<file path="src/hw/rtl/tfs_pkg.sv">
// Package for the TFT rectangle fill byte streamer.
// Holds the shared widths, display command codes, header positions and structs.
// Has no dependencies.
package tfs_pkg;

    localparam int COORD_W = 10;
    localparam int COLOR_W = 16;
    localparam int BYTE_W  = 8;
    localparam int HDR_W   = 4;
    localparam int AREA_W  = 2 * COORD_W;
    localparam int COUNT_W = AREA_W + 1;

    typedef logic [COORD_W-1:0] coord_t;
    typedef logic [COLOR_W-1:0] color_t;
    typedef logic [BYTE_W-1:0]  byte_t;
    typedef logic [HDR_W-1:0]   hdr_pos_t;
    typedef logic [COUNT_W-1:0] count_t;

    localparam byte_t CMD_COLUMN_SET = 8'h2A;
    localparam byte_t CMD_PAGE_SET   = 8'h2B;
    localparam byte_t CMD_MEM_WRITE  = 8'h2C;

    localparam hdr_pos_t HDR_COL_CMD   = 4'd0;
    localparam hdr_pos_t HDR_COL_X0_HI = 4'd1;
    localparam hdr_pos_t HDR_COL_X0_LO = 4'd2;
    localparam hdr_pos_t HDR_COL_X1_HI = 4'd3;
    localparam hdr_pos_t HDR_COL_X1_LO = 4'd4;
    localparam hdr_pos_t HDR_PAGE_CMD  = 4'd5;
    localparam hdr_pos_t HDR_PAGE_Y0_HI = 4'd6;
    localparam hdr_pos_t HDR_PAGE_Y0_LO = 4'd7;
    localparam hdr_pos_t HDR_PAGE_Y1_HI = 4'd8;
    localparam hdr_pos_t HDR_PAGE_Y1_LO = 4'd9;
    localparam hdr_pos_t HDR_MEM_CMD   = 4'd10;
    localparam hdr_pos_t HDR_DONE      = 4'd11;

    localparam logic REG_SCREEN_WIDTH  = 1'b0;
    localparam logic REG_SCREEN_HEIGHT = 1'b1;

    localparam coord_t SCREEN_WIDTH_RESET  = 10'd320;
    localparam coord_t SCREEN_HEIGHT_RESET = 10'd240;

    typedef struct packed {
        logic   accept;
        coord_t col_start;
        coord_t col_end;
        coord_t row_start;
        coord_t row_end;
        coord_t width;
        coord_t height;
    } window_t;

    typedef struct packed {
        logic valid;
        logic pull;
    } item_ctl_t;

endpackage

</file>
<file path="src/hw/rtl/tfs_clip.sv">
// Clipping of a requested rectangle against the panel size.
// Decides whether a start item is taken and gives the clipped address window.
// Depends on tfs_pkg.
module tfs_clip (
    input  tfs_pkg::coord_t  screen_width,
    input  tfs_pkg::coord_t  screen_height,
    input  tfs_pkg::coord_t  rect_x,
    input  tfs_pkg::coord_t  rect_y,
    input  tfs_pkg::coord_t  rect_w,
    input  tfs_pkg::coord_t  rect_h,
    output tfs_pkg::window_t window
);
    import tfs_pkg::*;

    logic [COORD_W:0] x_end;
    logic [COORD_W:0] y_end;
    coord_t           w_clip;
    coord_t           h_clip;

    assign x_end  = {1'b0, rect_x} + {1'b0, rect_w};
    assign y_end  = {1'b0, rect_y} + {1'b0, rect_h};
    assign w_clip = (x_end > {1'b0, screen_width}) ? (screen_width - rect_x) : rect_w;
    assign h_clip = (y_end > {1'b0, screen_height}) ? (screen_height - rect_y) : rect_h;

    always_comb
    begin
        window.accept    = (rect_x < screen_width) && (rect_y < screen_height)
                           && (rect_w != '0) && (rect_h != '0);
        window.col_start = rect_x;
        window.col_end   = rect_x + w_clip - coord_t'(1);
        window.row_start = rect_y;
        window.row_end   = rect_y + h_clip - coord_t'(1);
        window.width     = w_clip;
        window.height    = h_clip;
    end

endmodule

</file>
<file path="src/hw/rtl/tfs_stream.sv">
// Stream state and result register of the TFT rectangle fill byte streamer.
// Holds the address window, colour and byte counter and selects each outgoing byte.
// Depends on tfs_pkg; takes its window from tfs_clip.
module tfs_stream (
    input  logic               clk,
    input  logic               rst_n,
    input  tfs_pkg::item_ctl_t ctl,
    input  tfs_pkg::window_t   window,
    input  tfs_pkg::color_t    color,
    input  logic               out_stall,
    output logic               advance,
    output logic               out_valid,
    output tfs_pkg::byte_t     spi_byte,
    output logic               is_data,
    output logic               last
);
    import tfs_pkg::*;

    logic     busy_reg, busy_next;
    logic     mul_pend_reg, mul_pend_next;
    hdr_pos_t hdr_pos_reg, hdr_pos_next;
    coord_t   col_start_reg, col_start_next;
    coord_t   col_end_reg, col_end_next;
    coord_t   row_start_reg, row_start_next;
    coord_t   row_end_reg, row_end_next;
    coord_t   width_reg, width_next;
    coord_t   height_reg, height_next;
    color_t   color_reg, color_next;
    count_t   bytes_left_reg, bytes_left_next;
    logic     out_valid_reg, out_valid_next;
    byte_t    spi_byte_reg, spi_byte_next;
    logic     is_data_reg, is_data_next;
    logic     last_reg, last_next;

    logic              start;
    logic              produce;
    logic              hdr_active;
    byte_t             hdr_byte;
    logic              hdr_is_data;
    logic [AREA_W-1:0] area;

    assign advance    = !out_valid_reg || !out_stall;
    assign start      = ctl.valid && !ctl.pull && advance;
    assign produce    = ctl.valid && ctl.pull && advance && busy_reg;
    assign hdr_active = (hdr_pos_reg < HDR_DONE);
    assign area       = AREA_W'(width_reg) * AREA_W'(height_reg);

    always_comb
    begin
        hdr_is_data = 1'b1;
        unique case (hdr_pos_reg)
            HDR_COL_CMD:
            begin
                hdr_byte    = CMD_COLUMN_SET;
                hdr_is_data = 1'b0;
            end
            HDR_COL_X0_HI:  hdr_byte = byte_t'(col_start_reg >> BYTE_W);
            HDR_COL_X0_LO:  hdr_byte = col_start_reg[BYTE_W-1:0];
            HDR_COL_X1_HI:  hdr_byte = byte_t'(col_end_reg >> BYTE_W);
            HDR_COL_X1_LO:  hdr_byte = col_end_reg[BYTE_W-1:0];
            HDR_PAGE_CMD:
            begin
                hdr_byte    = CMD_PAGE_SET;
                hdr_is_data = 1'b0;
            end
            HDR_PAGE_Y0_HI: hdr_byte = byte_t'(row_start_reg >> BYTE_W);
            HDR_PAGE_Y0_LO: hdr_byte = row_start_reg[BYTE_W-1:0];
            HDR_PAGE_Y1_HI: hdr_byte = byte_t'(row_end_reg >> BYTE_W);
            HDR_PAGE_Y1_LO: hdr_byte = row_end_reg[BYTE_W-1:0];
            default:
            begin
                hdr_byte    = CMD_MEM_WRITE;
                hdr_is_data = 1'b0;
            end
        endcase
    end

    always_comb
    begin
        busy_next       = busy_reg;
        mul_pend_next   = mul_pend_reg;
        hdr_pos_next    = hdr_pos_reg;
        col_start_next  = col_start_reg;
        col_end_next    = col_end_reg;
        row_start_next  = row_start_reg;
        row_end_next    = row_end_reg;
        width_next      = width_reg;
        height_next     = height_reg;
        color_next      = color_reg;
        bytes_left_next = bytes_left_reg;
        out_valid_next  = out_valid_reg;
        spi_byte_next   = spi_byte_reg;
        is_data_next    = is_data_reg;
        last_next       = last_reg;

        // The pixel byte count is formed in the cycle after a start, well before the
        // header has been sent.
        if (mul_pend_reg)
        begin
            bytes_left_next = {area, 1'b0};
            mul_pend_next   = 1'b0;
        end

        if (start && !busy_reg && window.accept)
        begin
            col_start_next = window.col_start;
            col_end_next   = window.col_end;
            row_start_next = window.row_start;
            row_end_next   = window.row_end;
            width_next     = window.width;
            height_next    = window.height;
            color_next     = color;
            hdr_pos_next   = HDR_COL_CMD;
            busy_next      = 1'b1;
            mul_pend_next  = 1'b1;
        end

        if (advance)
        begin
            out_valid_next = produce;
        end

        if (produce)
        begin
            last_next = 1'b0;
            if (hdr_active)
            begin
                spi_byte_next = hdr_byte;
                is_data_next  = hdr_is_data;
                hdr_pos_next  = hdr_pos_reg + hdr_pos_t'(1);
                if ((hdr_pos_reg == HDR_MEM_CMD) && (bytes_left_reg == '0))
                begin
                    last_next = 1'b1;
                    busy_next = 1'b0;
                end
            end
            else
            begin
                is_data_next  = 1'b1;
                spi_byte_next = bytes_left_reg[0] ? color_reg[BYTE_W-1:0]
                                                  : color_reg[COLOR_W-1:BYTE_W];
                if (bytes_left_reg != '0)
                begin
                    bytes_left_next = bytes_left_reg - count_t'(1);
                end
                if (bytes_left_reg <= count_t'(1))
                begin
                    last_next = 1'b1;
                    busy_next = 1'b0;
                end
            end
        end
    end

    always_ff @(posedge clk or negedge rst_n)
    begin
        if (!rst_n)
        begin
            busy_reg       <= 1'b0;
            mul_pend_reg   <= 1'b0;
            hdr_pos_reg    <= HDR_COL_CMD;
            bytes_left_reg <= '0;
            out_valid_reg  <= 1'b0;
        end
        else
        begin
            busy_reg       <= busy_next;
            mul_pend_reg   <= mul_pend_next;
            hdr_pos_reg    <= hdr_pos_next;
            bytes_left_reg <= bytes_left_next;
            out_valid_reg  <= out_valid_next;
        end
    end

    always_ff @(posedge clk)
    begin
        col_start_reg <= col_start_next;
        col_end_reg   <= col_end_next;
        row_start_reg <= row_start_next;
        row_end_reg   <= row_end_next;
        width_reg     <= width_next;
        height_reg    <= height_next;
        color_reg     <= color_next;
        spi_byte_reg  <= spi_byte_next;
        is_data_reg   <= is_data_next;
        last_reg      <= last_next;
    end

    assign out_valid = out_valid_reg;
    assign spi_byte  = spi_byte_reg;
    assign is_data   = is_data_reg;
    assign last      = last_reg;

    // The byte count is still being formed only in the cycle straight after a start.
    a_pend_after_start: assert property (@(posedge clk) disable iff (!rst_n)
        mul_pend_reg |-> (busy_reg && (hdr_pos_reg == HDR_COL_CMD)))
        else $error("byte count pending outside the first header cycle");

    a_header_bound: assert property (@(posedge clk) disable iff (!rst_n)
        hdr_pos_reg <= HDR_DONE)
        else $error("header position beyond the end of the header");

    a_pixels_remain: assert property (@(posedge clk) disable iff (!rst_n)
        (busy_reg && !hdr_active) |-> (bytes_left_reg != '0))
        else $error("pixel phase busy with no bytes left");

    a_last_ends_stream: assert property (@(posedge clk) disable iff (!rst_n)
        (produce && last_next) |=> (!busy_reg && out_valid_reg && last_reg))
        else $error("final byte did not end the stream");

endmodule

</file>
<file path="src/hw/rtl/tft_rect_fill_byte_streamer.sv">
// Top level of the TFT rectangle fill byte streamer.
// Holds the configuration registers and the input register; uses tfs_clip and tfs_stream.
// Depends on tfs_pkg.
//
// The block takes one item in every clock cycle when its result side keeps up. An accepted
// item sits in an input register while the rectangle is clipped or the next byte of the
// stream is chosen, and the byte then waits in a result register, so a pull's byte
// reaches the output through the input register and then the result register. Both
// stages stall together while a result is held by out_stall. The pixel byte count, twice
// the clipped width times height, comes from one multiplier in the cycle after a start,
// which lies inside the eleven header bytes. The panel size registers are read only when
// a start item is evaluated.
module tft_rect_fill_byte_streamer (
    input  logic                   clk,
    input  logic                   rst_n,
    input  logic                   cfg_we,
    input  logic                   cfg_index,
    input  tfs_pkg::coord_t        cfg_data,
    input  logic                   in_valid,
    output logic                   in_stall,
    input  logic                   op,
    input  tfs_pkg::coord_t        rect_x,
    input  tfs_pkg::coord_t        rect_y,
    input  tfs_pkg::coord_t        rect_w,
    input  tfs_pkg::coord_t        rect_h,
    input  tfs_pkg::color_t        fill_color,
    output logic                   out_valid,
    input  logic                   out_stall,
    output tfs_pkg::byte_t         spi_byte,
    output logic                   is_data,
    output logic                   last
);
    import tfs_pkg::*;

    coord_t    screen_width_reg;
    coord_t    screen_height_reg;
    logic      s1_valid_reg;
    logic      s1_op_reg;
    coord_t    s1_x_reg;
    coord_t    s1_y_reg;
    coord_t    s1_w_reg;
    coord_t    s1_h_reg;
    color_t    s1_color_reg;
    logic      advance;
    logic      in_accept;
    window_t   window;
    item_ctl_t ctl;

    assign in_stall  = s1_valid_reg && !advance;
    assign in_accept = in_valid && !in_stall;

    always_ff @(posedge clk or negedge rst_n)
    begin
        if (!rst_n)
        begin
            screen_width_reg  <= SCREEN_WIDTH_RESET;
            screen_height_reg <= SCREEN_HEIGHT_RESET;
        end
        else if (cfg_we)
        begin
            unique case (cfg_index)
                REG_SCREEN_WIDTH:  screen_width_reg  <= cfg_data;
                REG_SCREEN_HEIGHT: screen_height_reg <= cfg_data;
                default:           screen_width_reg  <= screen_width_reg;
            endcase
        end
    end

    always_ff @(posedge clk or negedge rst_n)
    begin
        if (!rst_n)
        begin
            s1_valid_reg <= 1'b0;
        end
        else if (!in_stall)
        begin
            s1_valid_reg <= in_valid;
        end
    end

    always_ff @(posedge clk)
    begin
        if (in_accept)
        begin
            s1_op_reg    <= op;
            s1_x_reg     <= rect_x;
            s1_y_reg     <= rect_y;
            s1_w_reg     <= rect_w;
            s1_h_reg     <= rect_h;
            s1_color_reg <= fill_color;
        end
    end

    assign ctl.valid = s1_valid_reg;
    assign ctl.pull  = s1_op_reg;

    tfs_clip u_clip (
        .screen_width  (screen_width_reg),
        .screen_height (screen_height_reg),
        .rect_x        (s1_x_reg),
        .rect_y        (s1_y_reg),
        .rect_w        (s1_w_reg),
        .rect_h        (s1_h_reg),
        .window        (window)
    );

    tfs_stream u_stream (
        .clk       (clk),
        .rst_n     (rst_n),
        .ctl       (ctl),
        .window    (window),
        .color     (s1_color_reg),
        .out_stall (out_stall),
        .advance   (advance),
        .out_valid (out_valid),
        .spi_byte  (spi_byte),
        .is_data   (is_data),
        .last      (last)
    );

endmodule
</file>
<file path="config.mk">
export PLATFORM = sky130hd
export DESIGN_NAME = tft_rect_fill_byte_streamer
export DESIGN_NICKNAME = d
export VERILOG_FILES = /design/src/hw/rtl/tfs_pkg.sv /design/src/hw/rtl/tfs_clip.sv /design/src/hw/rtl/tfs_stream.sv /design/src/hw/rtl/tft_rect_fill_byte_streamer.sv
export SDC_FILE = /design/constraint.sdc
export NUM_CORES = 1
export LEC_CHECK = 0
export ABC_CLOCK_PERIOD_IN_PS = 7360
export BUFFER_PORTS_ARGS = -buffer_cell sky130_fd_sc_hd__buf_4
export CORE_UTILIZATION = 41
export CTS_CLUSTER_SIZE = 40
export DETAILED_ROUTE_END_ITERATION = 7
export GPL_TIMING_DRIVEN = 0
export HOLD_SLACK_MARGIN = 0.02
export PLACE_DENSITY = 0.68
export SLEW_MARGIN = 30
export SYNTH_ARGS = -nofsm -noshare
export SYNTH_HDL_FRONTEND = slang
export SYNTH_SLANG_ARGS = --single-unit
</file>
<file path="constraint.sdc">
create_clock -name clk -period 7.36 [get_ports clk]
set_clock_uncertainty 0.05 [all_clocks]
set_input_delay 0.368 -clock clk [delete_from_list [all_inputs] [get_ports clk]]
set_output_delay 0.368 -clock clk [all_outputs]
set_load 0.005 [all_outputs]
</file>
== Yosys cells after proc, flatten, opt, wreduce, memory -nomap -nowiden ==
Index checks and enable logic that the tools add are counted.
Word-level totals
  register bits: 192
  input bits: 73
  word-level logic and storage cells: 102
Cells by class
  $add $sub $neg: 10
  $mul: 1
  magnitude comparators: 6
  eq/ne operators: 10
  mux-type cells: 22
  bitwise logic cells: 1
  reductions and logical operators: 28
Operators by type and width (count)
  2-to-1 mux 21 bit: 4
  one-hot mux 8 bit (10 select lines): 1
  adder 10 x 10 -> 11 bit: 2
  greater-than comparator 11 x 10 -> 1 bit: 2
  less-or-equal comparator 21 x 1 -> 1 bit, second input constant: 1
  zero test 21 bit: 1
  nonzero test 21 bit: 1
  subtractor 21 x 1 -> 21 bit, second input constant: 1
  adder 10 bit: 2
  less-than comparator 10 bit: 2
  multiplier 10 x 10 -> 20 bit: 1
  2-to-1 mux 10 bit: 2
  nonzero test 10 bit: 2
  subtractor 10 x 1 -> 10 bit, second input constant: 2
  subtractor 10 bit: 2
  equality test 4 x 3 -> 1 bit, second input constant: 4
  2-to-1 mux 8 bit: 2
  logical AND 1 bit: 13
  equality test 4 bit, second input constant: 3
  2-to-1 mux 4 bit: 3
  2-to-1 mux 1 bit: 10
  equality test 4 x 2 -> 1 bit, second input constant: 2
  OR reduction 8 bit: 1
  zero test 1 bit: 6
  other kinds (7): 8

== Depth between registers and ports, before layout ==
Gate-level depths: netlist (run 1).
  depth after elaboration: 9
  gate-level depth with buffers: 27
  gate-level depth less buffers: 26

== By module ==
Synthesis (run 1) repeated with hierarchy kept, for this count alone.
Unflattened totals
  cells, all modules: 1350
  area, all modules: 14442.6 µm²
Modules (own cells, without submodules)
  tfs_stream: times used 1, cells each 755, area an instance 8259.2 µm², sequential area each 3283.1 µm²
  tfs_clip: times used 1, cells each 490, area an instance 3629.7 µm², sequential area each 0.0 µm²
  tft_rect_fill_byte_streamer: times used 1, cells each 105, area an instance 2553.7 µm², sequential area each 2244.7 µm²

== Least setup slack after synthesis (run 1) ==
Ideal clock, no wire load.
  kind: reg2reg
  start point: register s1_x_reg[0]
  end point: register u_stream.hdr_pos_reg[0]
  library setup time: 0.392 ns
  arrival time: 7.329 ns
  data required time: 6.918 ns
  path slack: -0.411 ns
  cell stages (with the launch flop): 11
  period minus slack after synthesis: 7.771 ns
  cell sequence: edfxtp_1 -> ha_1 -> inv_1 -> fa_1 -> a21o_1 -> a21oi_1 -> o21ai_0 -> a31o_2 -> a211oi_1 -> nor3_1 -> o21ai_0
On the way
  cells in the longest elaborated chain, start to end: 8
Ends and longest elaborated chain
  start: declaration: line tft_rect_fill_byte_streamer.sv:39  | coord_t s1_x_reg;
  start signal: assignment: line tft_rect_fill_byte_streamer.sv:86  | s1_x_reg <= rect_x;
  less-than comparator 10 bit *: line tfs_clip.sv:27  | window.accept = (rect_x < screen_width) && (rect_y < screen_height)
  logical AND 1 bit *: line tfs_clip.sv:27
  logical AND 1 bit * (2 in a row): line tfs_clip.sv:28  | && (rect_w != '0) && (rect_h != '0);
  logical AND 1 bit *: line tfs_stream.sv:104  | if (start && !busy_reg && window.accept)
  2-to-1 mux 4 bit *: line tfs_stream.sv:104
  2-to-1 mux 4 bit: line tfs_stream.sv:126  | if (hdr_active)
  2-to-1 mux 4 bit *: line tfs_stream.sv:123  | if (produce)
  via u_stream.hdr_pos_next[0]: line tfs_stream.sv:21  | hdr_pos_t hdr_pos_reg, hdr_pos_next;
  end signal: assignment: line tfs_stream.sv:169  | hdr_pos_reg <= hdr_pos_next;
  end: declaration: line tfs_stream.sv:21
The timed path passes the listed nets; every way through them passes the cells marked *.
A chain may end at the register's enable or synchronous reset.

==> flow_metrics.tcl, run 1 <==
set metrics [dict create \
    run_status "completed" \
    vias_per_cell 5.32 \
    finalCoreUtilization 0.475 \
    synth_largest_area_cell "edfxtp_1" \
    synthArstFlopShare 0.255 \
    critical_path.startpoint "s1_y_reg[1]" \
    mappedNetlistArea_sq_um 14100 \
    post_synth_most_frequent_cells "inv_1, ha_1, edfxtp_1, nand2_1, a21oi_1" \
    synth.top_cell.area_share 0.305 \
    pre_cts_ws_ns 0.639 \
    number_of_buffer_and_inverter_stages_on_the_critical_path 2 \
    io_pins 85 \
    tritoncts "done" \
    insertedDiodeCount 0 \
    count_of_routing_violations_after_the_opening_detailed_route_iteration 708 \
    startpoint_of_the_lowest_slack_hold_path "rect_y[1]" \
    max-clock-path-buffers 2 \
    core_sq_um 33600 \
    grt_first_pass_wirelength_mm 52.9 \
    cts_setup_buffers 0 \
    library_cell_with_the_highest_instance_count_after_synthesis "inv_1" \
    maximum_number_of_pins_on_one_net_before_global_route_repair 50 \
    cts_max_level 4 \
    root_buffer "clkbuf_16" \
    power_leakage_nw 6.93 \
    place_hpwl_mm 25.8 \
    critical_path.slowest_cell "edfxtp_1" \
    timing.critical_path.from_type "flip-flop" \
    filler_cell_count 3082 \
    finalNetCount 1736 \
    detail_route.wirelength_mm 32.4 \
    worstSkewPairLatency_ns 0.44 \
    power.density_nw_per_um2 273 \
    yosys_warnings 0 \
    number_of_rows_in_the_core_area 67 \
    fraction_of_layout_instances_using_a_drive_strength_above_1 0.115 \
    syn_avg_cell_area_sq_um 10.6 \
    timing.critical_path.required_ns 7.49 \
    min_path_type "input pin to flip-flop" \
    die_h_microns 187 \
    final_max_slew_violation_count 0 \
    synth-main-ff-cell "edfxtp_1" \
    mappedNetlistNets 1624 \
    p_total_w 0.00436 \
    worst_ir_drop_vdd_uv 189 \
    groute.usage.overall 0.192 \
    ant_nets 0 \
    drt-pass1-iter-count 5 \
    areaGrowthSynthToFinish_pct 13.6 \
    gp_routability_congestion 0.962 \
    timing.final.crit_period_ns 6.70 \
    finalSetupViolations 0 \
    layout.area.seq_sq_um 5530 \
    maxCapViolCount 0 \
    vias 10100 \
    crit_top_cell "ha_1" \
    crit_type "flip-flop to flip-flop" \
    timing.critical_path.max_delay_family "compound AO/OA/AOI/OAI gates" \
    slew_at_the_pin_closest_to_its_max_slew_limit_ns 0.826 \
    routed_wire_length_per_instance_microns 17.1 \
    fin_tns_setup_ns 0 \
    final_critical_path_setup_slack_ns 0.660 \
    full_die_area_sq_um 35000 \
    initial_antenna_violation_count 0 \
    synth_enable_flop_cells 143 \
    floorplan.initialDensity 0.418 \
    largest_register_ffs 21 \
    cts_made_buffers 17 \
    portBuffers 84 \
    die_w_microns 187 \
    clock_slew_at_reported_path_ffs_ns 0.08 \
    critPathCaptureType "flip-flop" \
    period_share 0.910 \
    grt.overflow.total 0 \
    first_global_vias 10400 \
    synth_area_leaders "edfxtp_1, ha_1, fa_1" \
    drt_drc_violations_left 0 \
    fmax_ghz 0.149 \
    crit_arrival_ns 6.83 \
    seq_area_frac_synth 0.393 \
    grt_setup_unrepaired "false" \
    critical_path.max_fanout 10 \
    synth-seq-cells 192 \
    multi_input_comb_area_sq_um 7800 \
    syn_inst_count 1328 \
    slew_headroom 0.446 \
    synthDistinctLibCells 74 \
    tritoncts_num_sinks 192 \
    rr_startpoint "s1_y_reg[1]" \
    hold_violations 0 \
    worst_path_largest_cell_delay_ns 0.51 \
]
layout by cell type (no fill, tap or decap), types with 31 or more instances in the layout:
cell type  netlist  layout
inv_1          164     164
ha_1           155     155
edfxtp_1       143     143
buf_4            1      85
nand2_1         83      83
a21oi_1         71      70
fa_1            68      68
and2_1          68      67
o21ai_0         59      59
nor2_1          57      57
dfrtp_1         43      43
xnor2_1         36      36
nand3_1         31      31
report_power, final:
group / internal (W) / switching (W)
Sequential: 0.00138 / 0.000128
Clock: 0.000480 / 0.000439
Combinational: 0.000842 / 0.00109
Total: 0.00270 / 0.00166
worst reg2reg max path: cells and delay by family (launching register included):
family          cells  cell delay (ns)
simple gates        6             0.94
buf+inv             2             0.35
xor+xnor            2             0.29
fa+ha+maj           5             1.47
compound gates     10             2.49
flops               1             0.51
mux                 1             0.35
worst paths after layout:
| check | endpoint | slack [ns] | cells past startpoint |
|---|---|---|---|
| hold reg to reg | u_stream.color_reg[15] | 0.37 | 0 |
| max in group asynchronous | u_stream.bytes_left_reg[1] | 6.31 | 2 |
| min in group asynchronous | screen_width_reg[7] | 0.44 | 2 |
| setup / recovery | u_stream.row_end_reg[9] | 0.66 | 26 |
| hold / removal | s1_y_reg[1] | 0.05 | 1 |
| setup reg to reg | u_stream.row_end_reg[9] | 0.66 | 26 |
routing by layer:
metal  up-vias  share of wire  track usage
met4         0          0.025       0.0659
met2       216           0.49        0.328
li1       4920              -            -
met3        49          0.037       0.0263
met1      4931           0.45        0.250
met5         -              0            0
layout make-up:
cell class | count | share of cell area
inverter | 164 | 0.0386
clock inverter | 14 | 0.00909
multi-input combinational | 938 | 0.488
sequential | 192 | 0.346
clock buffer | 18 | 0.0269
timing repair buffer | 93 | 0.0472
buffer | 34 | 0.00870
tap | 448 | 0.0351
stage by stage:
stage | cell area [sq um] | hold WS (ns) | cells
global route | 16000 | 0.0315 | 1901
detailed placement | 15400 | 0.355 | 1868
global placement | 15300 | 0.353 | 1860
floorplan | 14100 | 0.0224 | 1328
CTS | 16000 | 0.0331 | 1901
finish | 16000 | 0.0520 | 1901
repair_timing:
| item | 4_1_cts | 5_1_grt |
|---|---|---|
| gates resized for setup | 0 | 0 |
| hold endpoints to repair | 43 | 0 |
| hold buffers | 1 | 0 |
kinds of logic after synthesis:
logic type,synth area share
DFF,0.393
and+or+nand+nor,0.131
AOI/OAI and AO/OA,0.116
muxes,0.0321
xor gates and xnor gates,0.0386
buffers and inverters,0.0537
adders and majority gates,0.235
Note: power is estimated with default switching activity, not from simulation.
==> run 2, diff against run 1 <==
- ABC_CLOCK_PERIOD_IN_PS: 7360 -> 7400
- PLACE_DENSITY: 0.68 -> 0.65
- clock period: 7.36 -> 7.4 ns (I/O delays scaled with it)
==> flow_metrics.tcl, run 2 (synthesized netlist as in run 1, its figures left out) <==
set metrics [dict create \
    run_status "completed" \
    max-clock-path-buffers 2 \
    gp_routability_congestion 0.942 \
    number_of_buffer_and_inverter_stages_on_the_critical_path 2 \
    critical_path.max_fanout 10 \
    filler_cell_count 3049 \
    core_sq_um 33600 \
    hold_violations 0 \
    clock_slew_at_reported_path_ffs_ns 0.08 \
    drt-pass1-iter-count 7 \
    setup.worst_path.end "u_stream.row_end_reg[9]" \
    ant_nets 0 \
    rr_startpoint "s1_y_reg[1]" \
    grt_max_usage_layer "met2" \
    critPathCaptureType "flip-flop" \
    post_cts_repair_resize_count 0 \
    critical_path.startpoint "s1_y_reg[1]" \
    grt.overflow.total 0 \
    first_global_vias 10300 \
    place_hpwl_mm 25.9 \
    insertedDiodeCount 0 \
    finalNetCount 1736 \
    routed_wire_length_per_instance_microns 17.2 \
    worst_ir_drop_vdd_uv 181 \
    io_pins 85 \
    crit_type "flip-flop to flip-flop" \
    floorplan.initialDensity 0.418 \
    fin_tns_setup_ns 0 \
    timing.critical_path.from_type "flip-flop" \
    slew_headroom 0.427 \
    detail_route.wirelength_mm 32.7 \
    final-instance-count-excl-fill 1901 \
    most_common_cell_after_layout_fill_and_taps_aside "inv_1" \
    die_w_microns 187 \
    critical_path.slowest_cell "edfxtp_1" \
    maximum_number_of_pins_on_one_net_before_global_route_repair 50 \
    min_path_type "input pin to flip-flop" \
    use_met1 0.254 \
    root_buffer "clkbuf_16" \
    worst_r2r_path_depth 26 \
    most-common-layout-cells "inv_1, ha_1, edfxtp_1" \
    number_of_rows_in_the_core_area 67 \
    placed_cells_incl_taps 1868 \
    grt_setup_unrepaired "false" \
    fraction_of_layout_instances_using_a_drive_strength_above_1 0.116 \
    full_die_area_sq_um 35000 \
    vias_per_cell 5.35 \
    slew_at_the_pin_closest_to_its_max_slew_limit_ns 0.854 \
    worstSkewPairLatency_ns 0.44 \
    timing.critical_path.max_delay_family "compound AO/OA/AOI/OAI gates" \
    multi_input_comb_area_sq_um 7800 \
    finalSetupViolations 0 \
    period_share 0.911 \
    die_h_microns 187 \
    layout.area.seq_sq_um 5530 \
    drt_drc_violations_left 0 \
    fmax_ghz 0.148 \
    power_leakage_nw 6.94 \
    cts_max_level 4 \
    final_max_slew_violation_count 0 \
    crit_top_cell "ha_1" \
    power.density_nw_per_um2 274 \
    maxCapViolCount 0 \
    timing.critical_path.required_ns 7.54 \
    worst-r2r-setup-slack_ns 0.66 \
    timing.final.crit_period_ns 6.74 \
    met3_usage 0.0317 \
    tritoncts_num_sinks 192 \
    grt_first_pass_wirelength_mm 53.0 \
    groute.usage.overall 0.193 \
    cts_made_buffers 17 \
    portBuffers 84 \
    timing.critical_path.depth 26 \
    vias 10200 \
    largest_register_ffs 21 \
    areaGrowthSynthToFinish_pct 13.7 \
    tritoncts "done" \
    worstReg2RegEnd "u_stream.row_end_reg[9]" \
    count_of_routing_violations_after_the_opening_detailed_route_iteration 684 \
    worst_path_largest_cell_delay_ns 0.51 \
    groute.layer.met2.usage 0.317 \
    crit_arrival_ns 6.88 \
    initial_antenna_violation_count 0 \
]
[run 2: cell type report]
type,instances,share of cell area
sequential,192,0.346
clock inverter,12,0.00884
buffer,34,0.00869
clock buffer,20,0.0286
multi-input combinational,938,0.488
timing repair buffer,93,0.0470
tap,448,0.0351
inverter,164,0.0385
[run 2: power by group]
part / internal, W / switching, W
sequential: 0.00137 / 0.000127
combinational: 0.000840 / 0.00109
clock: 0.000525 / 0.000426
[run 2: how the worst min path moves through the flow]
stage,cells past startpoint,end,startpoint,slack [ns]
floorplan,0,s1_valid_reg,rst_n,0.02
CTS,1,s1_y_reg[7],rect_y[7],0.03
finish,1,s1_w_reg[5],rect_w[5],0.05
global route,1,s1_y_reg[3],rect_y[3],0.02
detailed placement,0,u_stream.color_reg[2],s1_color_reg[2],0.35
global placement,0,u_stream.color_reg[10],s1_color_reg[10],0.35
[run 2: per-layer routing]
metal / up-vias / routed length [microns]
li1: 4920 / -
met1: 4928 / 14600
met2: 256 / 15500
met3: 59 / 1450
met4: 0 / 1090
met5: - / 0
[run 2: through the flow]
stage	setup slack (ns)	power [W]	instance area, sq um	hold WS, ns	utilization
after floorplan	1.67	0.00293	14100	0.0244	-
after global placement	0.503	0.00338	15300	0.353	0.454
after detailed placement	0.669	0.00343	15400	0.355	0.458
after CTS	0.653	0.00440	16000	0.0301	0.476
after global routing	0.203	0.00470	16000	0.0231	0.476
final	0.656	0.00438	16000	0.0524	0.476
[run 2: timing repair]
action | 4_1_cts | 5_1_grt
hold buffers | 1 | 0
setup endpoints to repair | 0 | 0
endpoints found under the hold margin | 43 | 0
setup buffers | 0 | 0
